--- src/hw/rtl/mrfp_pkg.sv ---
`default_nettype none
package mrfp_pkg;

	localparam int PAYLOAD_BYTES = 64;
	localparam int CHANNEL_COUNT = 16;

	localparam int ADDR_W = $clog2(PAYLOAD_BYTES);
	// channel counter is at least as wide as the 4-bit index field
	localparam int IDX_W = ($clog2(CHANNEL_COUNT) > 4) ? $clog2(CHANNEL_COUNT) : 4;
	localparam int POS_W = IDX_W + 1;

	localparam int RUNQ_DEPTH = 2;
	localparam int RUNQ_CNT_W = $clog2(RUNQ_DEPTH + 1);

	localparam logic [7:0] SYNC_DOLLAR     = 8'h24;
	localparam logic [7:0] SYNC_EM         = 8'h4D;
	localparam logic [7:0] SYNC_GT         = 8'h3E;
	localparam logic [7:0] DEFAULT_COMMAND = 8'd105;

	typedef enum logic [2:0] {
		PH_IDLE    = 3'd0,
		PH_SYNC_M  = 3'd1,
		PH_SYNC_GT = 3'd2,
		PH_LEN     = 3'd3,
		PH_CMD     = 3'd4,
		PH_PAYLOAD = 3'd5,
		PH_CHECK   = 3'd6
	} phase_t;

	typedef enum logic [2:0] {
		BK_IDLE,
		BK_RD_LO,
		BK_RD_HI,
		BK_CAPTURE,
		BK_OUT
	} back_state_t;

	typedef struct packed {
		logic              we;
		logic [ADDR_W-1:0] addr;
		logic [7:0]        data;
	} store_wr_t;

	typedef struct packed {
		logic              en;
		logic [ADDR_W-1:0] addr;
	} store_rd_t;

	typedef struct packed {
		logic nonempty;
		logic full;
	} runq_status_t;

endpackage
`default_nettype wire

--- src/hw/rtl/mrfp_if.sv ---
`default_nettype none
interface mrfp_rx_if;
	logic       valid;
	logic       ready;
	logic [7:0] rx_byte;
	modport source (output valid, output rx_byte, input ready);
	modport sink (input valid, input rx_byte, output ready);
endinterface

interface mrfp_chan_if;
	logic        valid;
	logic        ready;
	logic [3:0]  channel_index;
	logic [15:0] channel_value;
	logic        last_channel;
	modport source (output valid, output channel_index, output channel_value,
		output last_channel, input ready);
	modport sink (input valid, input channel_index, input channel_value,
		input last_channel, output ready);
endinterface

interface mrfp_cfg_if;
	logic       valid;
	logic       ready;
	logic [7:0] accepted_command;
	modport source (output valid, output accepted_command, input ready);
	modport sink (input valid, input accepted_command, output ready);
endinterface
`default_nettype wire

--- src/hw/rtl/mrfp_ram.sv ---
`default_nettype none
module mrfp_ram #(
	parameter int WIDTH = 8,
	parameter int DEPTH = 64
) (
	input  wire logic                     clk,
	input  wire logic                     we,
	input  wire logic [$clog2(DEPTH)-1:0] waddr,
	input  wire logic [WIDTH-1:0]         wdata,
	input  wire logic                     re,
	input  wire logic [$clog2(DEPTH)-1:0] raddr,
	output logic      [WIDTH-1:0]         rdata
);

	logic [WIDTH-1:0] mem_q [DEPTH];

	always_ff @(posedge clk) begin
		if (we) begin
			mem_q[waddr] <= wdata;
		end
		if (re) begin
			rdata <= mem_q[raddr];
		end
	end

endmodule
`default_nettype wire

--- src/hw/rtl/mrfp_store.sv ---
`default_nettype none
module mrfp_store
	import mrfp_pkg::*;
(
	input  wire logic      clk,
	input  wire logic      arst_n,
	input  wire store_wr_t wr,
	input  wire store_rd_t rd,
	output logic [7:0]     rd_data
);

	logic [PAYLOAD_BYTES-1:0] valid_q;
	logic                     vld_rd_s1;
	logic [7:0]               ram_rdata;

	mrfp_ram #(
		.WIDTH(8),
		.DEPTH(PAYLOAD_BYTES)
	) u_ram (
		.clk   (clk),
		.we    (wr.we),
		.waddr (wr.addr),
		.wdata (wr.data),
		.re    (rd.en),
		.raddr (rd.addr),
		.rdata (ram_rdata)
	);

	// entries never written since reset read as zero
	always_ff @(posedge clk or negedge arst_n) begin
		if (!arst_n) begin
			valid_q   <= '0;
			vld_rd_s1 <= 1'b0;
		end else begin
			if (wr.we) begin
				valid_q[wr.addr] <= 1'b1;
			end
			if (rd.en) begin
				vld_rd_s1 <= valid_q[rd.addr];
			end
		end
	end

	assign rd_data = vld_rd_s1 ? ram_rdata : 8'd0;

endmodule
`default_nettype wire

--- src/hw/rtl/mrfp_runq.sv ---
`default_nettype none
module mrfp_runq
	import mrfp_pkg::*;
(
	input  wire logic   clk,
	input  wire logic   arst_n,
	input  wire logic   push,
	input  wire logic   pop,
	output runq_status_t status
);

	logic [RUNQ_CNT_W-1:0] cnt_q;

	// token queue of pending channel runs
	always_ff @(posedge clk or negedge arst_n) begin
		if (!arst_n) begin
			cnt_q <= '0;
		end else if (push && !pop) begin
			cnt_q <= cnt_q + RUNQ_CNT_W'(1);
		end else if (pop && !push) begin
			cnt_q <= cnt_q - RUNQ_CNT_W'(1);
		end
	end

	assign status.nonempty = (cnt_q != '0);
	assign status.full     = (cnt_q == RUNQ_CNT_W'(RUNQ_DEPTH));

endmodule
`default_nettype wire

--- src/hw/rtl/mrfp_front.sv ---
`default_nettype none
module mrfp_front
	import mrfp_pkg::*;
(
	input  wire logic   clk,
	input  wire logic   arst_n,
	mrfp_rx_if.sink     rx,
	mrfp_cfg_if.sink    cfg,
	input  wire runq_status_t q_stat,
	input  wire logic   back_busy,
	output store_wr_t   wr,
	output logic        push
);

	phase_t     phase_q, phase_d;
	logic [7:0] len_q;
	logic [7:0] cmd_q;
	logic [7:0] cnt_q;
	logic [7:0] xor_q;
	logic [7:0] acc_q;
	logic [7:0] cnt_inc;
	logic       xfer;
	logic [7:0] b;

	assign b       = rx.rx_byte;
	assign xfer    = rx.valid && rx.ready;
	assign cnt_inc = cnt_q + 8'd1;
	assign cfg.ready = 1'b1;

	always_comb begin
		phase_d = phase_q;
		if (xfer) begin
			unique case (phase_q)
				PH_IDLE:    phase_d = (b == SYNC_DOLLAR) ? PH_SYNC_M : PH_IDLE;
				PH_SYNC_M:  phase_d = (b == SYNC_EM) ? PH_SYNC_GT : PH_IDLE;
				PH_SYNC_GT: phase_d = (b == SYNC_GT) ? PH_LEN : PH_IDLE;
				PH_LEN:     phase_d = PH_CMD;
				PH_CMD:     phase_d = (len_q != 8'd0) ? PH_PAYLOAD : PH_CHECK;
				PH_PAYLOAD: phase_d = (cnt_inc >= len_q) ? PH_CHECK : PH_PAYLOAD;
				PH_CHECK:   phase_d = PH_IDLE;
				default:    phase_d = PH_IDLE;
			endcase
		end
	end

	always_comb begin
		// payload writes wait until the back end has finished reading the store
		rx.ready = 1'b1;
		wr.we    = 1'b0;
		wr.addr  = ADDR_W'(cnt_q);
		wr.data  = b;
		push     = 1'b0;
		unique case (phase_q)
			PH_PAYLOAD: begin
				rx.ready = !(q_stat.nonempty || back_busy);
				wr.we    = xfer && ({1'b0, cnt_q} < 9'(PAYLOAD_BYTES));
			end
			PH_CHECK: begin
				rx.ready = !q_stat.full;
				push     = xfer && (xor_q == b) && (cmd_q == acc_q);
			end
			default: begin
			end
		endcase
	end

	always_ff @(posedge clk or negedge arst_n) begin
		if (!arst_n) begin
			phase_q <= PH_IDLE;
			len_q   <= 8'd0;
			cmd_q   <= 8'd0;
			cnt_q   <= 8'd0;
			xor_q   <= 8'd0;
			acc_q   <= DEFAULT_COMMAND;
		end else begin
			phase_q <= phase_d;
			if (cfg.valid) begin
				acc_q <= cfg.accepted_command;
			end
			if (xfer) begin
				case (phase_q)
					PH_LEN: begin
						len_q <= b;
						xor_q <= b;
					end
					PH_CMD: begin
						cmd_q <= b;
						xor_q <= xor_q ^ b;
						cnt_q <= 8'd0;
					end
					PH_PAYLOAD: begin
						xor_q <= xor_q ^ b;
						cnt_q <= cnt_inc;
					end
					default: begin
					end
				endcase
			end
		end
	end

endmodule
`default_nettype wire

--- src/hw/rtl/mrfp_back.sv ---
`default_nettype none
module mrfp_back
	import mrfp_pkg::*;
(
	input  wire logic    clk,
	input  wire logic    arst_n,
	input  wire runq_status_t q_stat,
	output logic         pop,
	output logic         busy,
	output store_rd_t    rd,
	input  wire logic [7:0] rd_data,
	mrfp_chan_if.source  chan
);

	back_state_t       state_q, state_d;
	logic [IDX_W-1:0]  ch_q;
	logic [7:0]        lo_q;
	logic [15:0]       value_q;
	logic              oob_s1;
	logic [POS_W-1:0]  pos_lo;
	logic [POS_W-1:0]  pos_hi;
	logic [POS_W-1:0]  pos;
	logic              pos_oob;
	logic [7:0]        byte_in;
	logic              last;

	assign pos_lo  = {ch_q, 1'b0};
	assign pos_hi  = {ch_q, 1'b1};
	assign pos     = (state_q == BK_RD_HI) ? pos_hi : pos_lo;
	assign pos_oob = (int'(pos) >= PAYLOAD_BYTES);
	assign byte_in = oob_s1 ? 8'd0 : rd_data;
	assign last    = (ch_q == IDX_W'(CHANNEL_COUNT - 1));

	always_comb begin
		state_d = state_q;
		unique case (state_q)
			BK_IDLE:    if (q_stat.nonempty) state_d = BK_RD_LO;
			BK_RD_LO:   state_d = BK_RD_HI;
			BK_RD_HI:   state_d = BK_CAPTURE;
			BK_CAPTURE: state_d = BK_OUT;
			BK_OUT:     if (chan.ready) state_d = last ? BK_IDLE : BK_RD_LO;
			default:    state_d = BK_IDLE;
		endcase
	end

	always_comb begin
		pop     = (state_q == BK_IDLE) && q_stat.nonempty;
		busy    = (state_q != BK_IDLE);
		rd.en   = (state_q == BK_RD_LO) || (state_q == BK_RD_HI);
		rd.addr = ADDR_W'(pos);
		chan.valid         = (state_q == BK_OUT);
		chan.channel_index = ch_q[3:0];
		chan.channel_value = value_q;
		chan.last_channel  = last;
	end

	always_ff @(posedge clk or negedge arst_n) begin
		if (!arst_n) begin
			state_q <= BK_IDLE;
			ch_q    <= '0;
			oob_s1  <= 1'b0;
		end else begin
			state_q <= state_d;
			if (rd.en) begin
				oob_s1 <= pos_oob;
			end
			if (pop) begin
				ch_q <= '0;
			end else if ((state_q == BK_OUT) && chan.ready && !last) begin
				ch_q <= ch_q + IDX_W'(1);
			end
		end
	end

	// read data is registered and arrives in the cycle after each address
	always_ff @(posedge clk) begin
		if (state_q == BK_RD_HI) begin
			lo_q <= byte_in;
		end
		if (state_q == BK_CAPTURE) begin
			value_q <= {byte_in, lo_q};
		end
	end

endmodule
`default_nettype wire

--- src/hw/rtl/msp_rc_frame_parser_core.sv ---
// Response frame parser: one received byte per cycle while no channel run is pending.
// A matching checksum byte with the accepted command queues a run; the back end pops it when idle.
// Each channel passes through two store reads, a capture and the output register, which waits for ready.
// Payload bytes stall while a run is queued or being read out; a checksum byte
// stalls only while two runs are queued.
// Reset (arst_n low, asynchronous): parser idle, command register 105, store reads zero.
`default_nettype none
module msp_rc_frame_parser_core
	import mrfp_pkg::*;
(
	input  wire logic    clk,
	input  wire logic    arst_n,
	mrfp_rx_if.sink      rx,
	mrfp_cfg_if.sink     cfg,
	mrfp_chan_if.source  chan
);

	runq_status_t q_stat;
	store_wr_t    wr;
	store_rd_t    rd;
	logic [7:0]   rd_data;
	logic         push;
	logic         pop;
	logic         back_busy;

	mrfp_front u_front (
		.clk       (clk),
		.arst_n    (arst_n),
		.rx        (rx),
		.cfg       (cfg),
		.q_stat    (q_stat),
		.back_busy (back_busy),
		.wr        (wr),
		.push      (push)
	);

	mrfp_runq u_runq (
		.clk    (clk),
		.arst_n (arst_n),
		.push   (push),
		.pop    (pop),
		.status (q_stat)
	);

	mrfp_store u_store (
		.clk     (clk),
		.arst_n  (arst_n),
		.wr      (wr),
		.rd      (rd),
		.rd_data (rd_data)
	);

	mrfp_back u_back (
		.clk     (clk),
		.arst_n  (arst_n),
		.q_stat  (q_stat),
		.pop     (pop),
		.busy    (back_busy),
		.rd      (rd),
		.rd_data (rd_data),
		.chan    (chan)
	);

endmodule
`default_nettype wire
--- src/flat_wrapper.sv ---
// flat-port wrapper written by rule: the top's interface ports become plain ports
module msp_rc_frame_parser_core_flat import mrfp_pkg::*;
  (clk, arst_n, rx_valid, rx_rx_byte, rx_ready, cfg_valid, cfg_accepted_command, cfg_ready, chan_valid, chan_channel_index, chan_channel_value, chan_last_channel, chan_ready);
  mrfp_rx_if rx_i ();
  mrfp_cfg_if cfg_i ();
  mrfp_chan_if chan_i ();
  input  wire logic clk;
  input  wire logic arst_n;
  input wire logic [$bits(rx_i.valid)-1:0] rx_valid;
  input wire logic [$bits(rx_i.rx_byte)-1:0] rx_rx_byte;
  output wire logic [$bits(rx_i.ready)-1:0] rx_ready;
  input wire logic [$bits(cfg_i.valid)-1:0] cfg_valid;
  input wire logic [$bits(cfg_i.accepted_command)-1:0] cfg_accepted_command;
  output wire logic [$bits(cfg_i.ready)-1:0] cfg_ready;
  output wire logic [$bits(chan_i.valid)-1:0] chan_valid;
  output wire logic [$bits(chan_i.channel_index)-1:0] chan_channel_index;
  output wire logic [$bits(chan_i.channel_value)-1:0] chan_channel_value;
  output wire logic [$bits(chan_i.last_channel)-1:0] chan_last_channel;
  input wire logic [$bits(chan_i.ready)-1:0] chan_ready;
  assign rx_i.valid = rx_valid;
  assign rx_i.rx_byte = rx_rx_byte;
  assign rx_ready = rx_i.ready;
  assign cfg_i.valid = cfg_valid;
  assign cfg_i.accepted_command = cfg_accepted_command;
  assign cfg_ready = cfg_i.ready;
  assign chan_valid = chan_i.valid;
  assign chan_channel_index = chan_i.channel_index;
  assign chan_channel_value = chan_i.channel_value;
  assign chan_last_channel = chan_i.last_channel;
  assign chan_i.ready = chan_ready;
  msp_rc_frame_parser_core u_core (.clk(clk), .arst_n(arst_n), .rx(rx_i), .cfg(cfg_i), .chan(chan_i));
endmodule
--- config.mk ---
export PLATFORM = sky130hd
export DESIGN_NAME = msp_rc_frame_parser_core_flat
export DESIGN_NICKNAME = d
export VERILOG_FILES = /design/src/hw/rtl/mrfp_pkg.sv /design/src/hw/rtl/mrfp_if.sv /design/src/hw/rtl/mrfp_ram.sv /design/src/hw/rtl/mrfp_store.sv /design/src/hw/rtl/mrfp_runq.sv /design/src/hw/rtl/mrfp_front.sv /design/src/hw/rtl/mrfp_back.sv /design/src/hw/rtl/msp_rc_frame_parser_core.sv /design/src/flat_wrapper.sv
export SDC_FILE = /design/constraint.sdc
export NUM_CORES = 1
export LEC_CHECK = 0
export BUFFER_PORTS_ARGS = -buffer_cell sky130_fd_sc_hd__buf_2
export CORE_MARGIN = 1.5
export CORE_UTILIZATION = 43
export CTS_BUF_LIST = sky130_fd_sc_hd__clkbuf_8 sky130_fd_sc_hd__clkbuf_16
export DETAILED_ROUTE_END_ITERATION = 10
export PLACE_DENSITY = 0.61
export SYNTH_ARGS = -nofsm -noshare
export SYNTH_HDL_FRONTEND = slang
export SYNTH_SLANG_ARGS = --single-unit
--- constraint.sdc ---
create_clock -name clk -period 5.9 [get_ports clk]
set_clock_uncertainty 0.2 [all_clocks]
set_input_delay 1.18 -clock clk [delete_from_list [all_inputs] [get_ports clk]]
set_output_delay 1.18 -clock clk [all_outputs]
set_load 0.05 [all_outputs]
==> flow_summary_export.csv <==
group,metric,value,unit
critical_path,reg2reg_setup_slack,2.11,ns
critical_path,critPathBufInv,0,
floorplanning,dieWidth,191,µm
cts,buffer_levels_on_the_longest_clock_path,3,
logic_synthesis,synth_simple_gate_area_share,5.39,%
timing,final.setup.tns,0,ns
cts,cts_post_setup_buffers_inserted,0,
hold_path,hold_start,"u_core.u_back.lo_q[6]",
global_route,total_grt_usage,18.4,%
timing,period_needed,3.79,ns
floorplanning,floorplan.die.height,191,µm
pwr,leakage_power_summed_over_all_cells,5.87,nW
critical_path,cp_max_fo,11,
place,numPortBuffers,43,
final_layout,n_fill_cell,2893,
critical_path,critPathArrivalTime,3.71,ns
final_layout,drive_gt1_share,27.3,%
logic_synthesis,netlist_instances,827,
timing,timing.final.crit_share,64.2,%
job,max_cap_viol_count,0,
floorplanning,floorplan.core_area,34500,µm²
critical_path,worst_path_dominant_cell_family,"simple AND/OR/NAND/NOR gates",
logic_synthesis,synth_compound_gate_area_share,3.56,%
timing,finalSetupViolations,0,
logic_synthesis,syn-cell-area,15100,µm²
cts,cts_tree,"yes",
floorplanning,floorplan.io_pins,45,
logic_synthesis,synth-edff-count,288,
logic_synthesis,synthesis.nets,859,
status,run_status,"completed",
logic_synthesis,synth_xor_area_share,1.68,%
detailed_routing,detail_route.vias_per_cell,5.51,
logic_synthesis,dominantRegCellSynth,"sky130_fd_sc_hd__edfxtp_1",
hold_path,hold_depth,0,
critical_path,cp.required,5.83,ns
cts,clock_tree_sinks,373,
final_layout,final_net_count,910,
global_route,grt_first_pass_wirelength,49.4,mm
cts,hold_buffers_post_cts,0,
cts,ctsRootBufferMaster,"sky130_fd_sc_hd__clkbuf_16",
critical_path,timing.critical_path.cells,"or3_1 > nor3_4 > nand2_2 > nor3_2 > nand2_1 > nor3_1",
global_route,grt_pass1_vias,7796,
floorplanning,dieArea,36300,µm²
global_route,antenna_found_initial,1,
critical_path,critPathSlowestCell,"sky130_fd_sc_hd__nor3_1",
place,hpwlAfterDp,19.9,mm
hold_path,worst_hold_path.endpoint,"u_core.u_back.chan.channel_value[6]",
detailed_routing,drt_iter0_markers,585,
critical_path,startpoint_type,"flop",
timing,max-slew-margin-rel,16.5,%
global_route,pin_count_of_the_biggest_net_entering_global_routing,81,
critical_path,worstRegToRegCells,6,
timing,max_freq,264,MHz
timing,hold_slack,0.222,ns
timing,worst_slew_pin_tran,1.24,ns
detailed_routing,dr.pass1.iters,5,
final_layout,syn_to_final_growth,12.3,%
critical_path,timing.critical_path.slowest_cell_delay,1.04,ns
place,globalplace.congestion,0.784,
logic_synthesis,cell_accounting_for_the_most_synthesized_area,"sky130_fd_sc_hd__edfxtp_1",
logic_synthesis,adder_cell_share_of_the_synthesized_area,0.910,%
timing,timing.final.hold_violations,0,
cts,h-tree-depth,2,
timing,grt_setup_unrepaired,"false",
floorplanning,rows,68,
cts,cts_made_buffers,39,
logic_synthesis,synth.mux.area_fraction,15.6,%
place,placed_cell_area,15800,µm²
detailed_routing,postRouteAntennaNets,0,
detailed_routing,detailroute.via_count,7511,
hold_path,hold_path_class,"reg -> reg",
logic_synthesis,synthMostInstantiatedCell,"sky130_fd_sc_hd__edfxtp_1",
detailed_routing,wl_per_cell,23.4,µm
global_route,overflow,0,
final_layout,fin_area,17000,µm²
cts,post_cts_resize_count,0,
critical_path,setup.worst_path.end_class,"flop",
timing,fin_ws,2.11,ns
floorplanning,initial_core_util,43.8,%
logic_synthesis,asyncSetResetFlopFracSynth,22.8,%
logic_synthesis,synthesis.yosys.warnings,0,
cts,clkSlewWorstSetupHoldPaths,0.06,ns
logic_synthesis,top_cell_type_s_share_of_synthesized_area,57.2,%
logic_synthesis,synth_top_cells_by_area,"sky130_fd_sc_hd__edfxtp_1 (57%), sky130_fd_sc_hd__dfrtp_1 (13%), sky130_fd_sc_hd__mux4_2 (13%)",
final_layout,layout.core_utilization,49.2,%
cts,worstSkewPairLatency,0.53,ns
detailed_routing,remaining_drc_errors,0,
logic_synthesis,avg_cell_area_syn,18.3,µm²
pwr,power.ir.vdd_worst,0.361,mV
logic_synthesis,seq_area_frac_synth,71.3,%
logic_synthesis,synth_top_cells_by_count,"sky130_fd_sc_hd__edfxtp_1 (288), sky130_fd_sc_hd__mux4_2 (88), sky130_fd_sc_hd__dfrtp_1 (81)",
logic_synthesis,dominant_combinational_cell_family_by_area_after_synthesis,"multiplexers",
logic_synthesis,ys_ff_latch,373,
detailed_routing,finalWirelength,31.9,mm
pwr,pwr_dens,411,nW/µm²
critical_path,rr_endpoint,"u_core.u_store.u_ram.mem_q[30][3]",
critical_path,worst_r2r_startpoint,"u_core.u_back.state_q[0]",
logic_synthesis,netlist-cell-type-count,56,
place,pre_cts_slack,1.59,ns
timing,pins_over_their_slew_limit,0,
critical_path,path_class,"reg -> reg",
==> layout by cell type (no fill, tap or decap), drive strengths merged, types with 5 or more instances in the layout <==
cell type,count
mux2,32
a311oi,9
or2,12
ha,11
edfxtp,288
nand4,6
a32o,5
xor2,5
dfrtp,81
clkinv,14
a21oi,13
o21bai,23
buf,49
clkbuf,41
inv,27
and2,10
mux4,88
xnor2,24
nand2,22
nor2,67
o21ai,12
nand3,7
nor3,7
==> power breakdown <==
| part | internal, mW | switching, mW | total [mW] |
|---|---|---|---|
| sequential | 3.09 | 0.177 | 3.26 |
| combinational | 0.664 | 0.800 | 1.46 |
| clock | 1.29 | 0.970 | 2.26 |
==> sequential cells by signal, indices dropped and copies added, names as in the netlist, 4 cells and up <==
register / cells
u_core.u_store.valid_q: 32
u_core.u_front.len_q: 8
u_core.u_front.cnt_q: 8
u_core.u_front.xor_q: 8
u_core.u_store.u_ram.mem_q: 256
u_core.u_back.lo_q: 8
u_core.u_front.acc_q: 8
u_core.u_store.u_ram.rdata: 8
u_core.u_front.cmd_q: 8
u_core.u_back.chan.channel_value: 16
u_core.u_back.chan.channel_index: 4
==> cell families after synthesis <==
group	after synthesis
xor+xnor	29
fa+ha+maj	11
flops	373
mux	121
compound gates	76
buf+inv	56
other cells	1
simple gates	160
==> worst max path at each step <==
stage,from,to,slack (ns),cells after the start
after floorplan,u_core.u_back.state_q[1],rx_ready,2.23,4
after global placement,rx_valid,u_core.u_store.u_ram.mem_q[30][6],1.82,7
final,u_core.u_back.state_q[0],u_core.u_store.u_ram.mem_q[30][3],2.11,6
after global routing,u_core.u_back.state_q[0],u_core.u_store.u_ram.mem_q[30][1],1.82,6
after detailed placement,rx_valid,u_core.u_store.u_ram.mem_q[30][4],1.59,7
after CTS,u_core.u_back.state_q[0],u_core.u_store.u_ram.mem_q[30][3],2.08,6
==> layout make-up <==
cell class	instances	area, µm²	share of cell area [%]
timing repair buffer	49	275	1.62
sequential	373	10800	63.5
multi-input combinational	398	4110	24.2
clock inverter	28	170	1.00
clock buffer	41	1010	5.97
tap	455	569	3.35
inverter	17	63.8	0.376
antenna	1	2.50	0.0147
==> per-stage QoR <==
step | total power [mW] | instances
after global placement | 4.80 | 1292
after detailed placement | 4.81 | 1292
final | 6.99 | 1362
after floorplan | 4.39 | 827
after CTS | 7.08 | 1361
after global routing | 7.29 | 1361
==> metal layers <==
layer  track usage [%]  part of all wire [%]  routed length [µm]
met4              4.88                   1.8                 576
met5                 0                     0                   0
met3              2.83                   4.5                1450
met1              26.1                    45               14400
met2              29.8                    48               15500
Power figures use the tool's default switching activity.
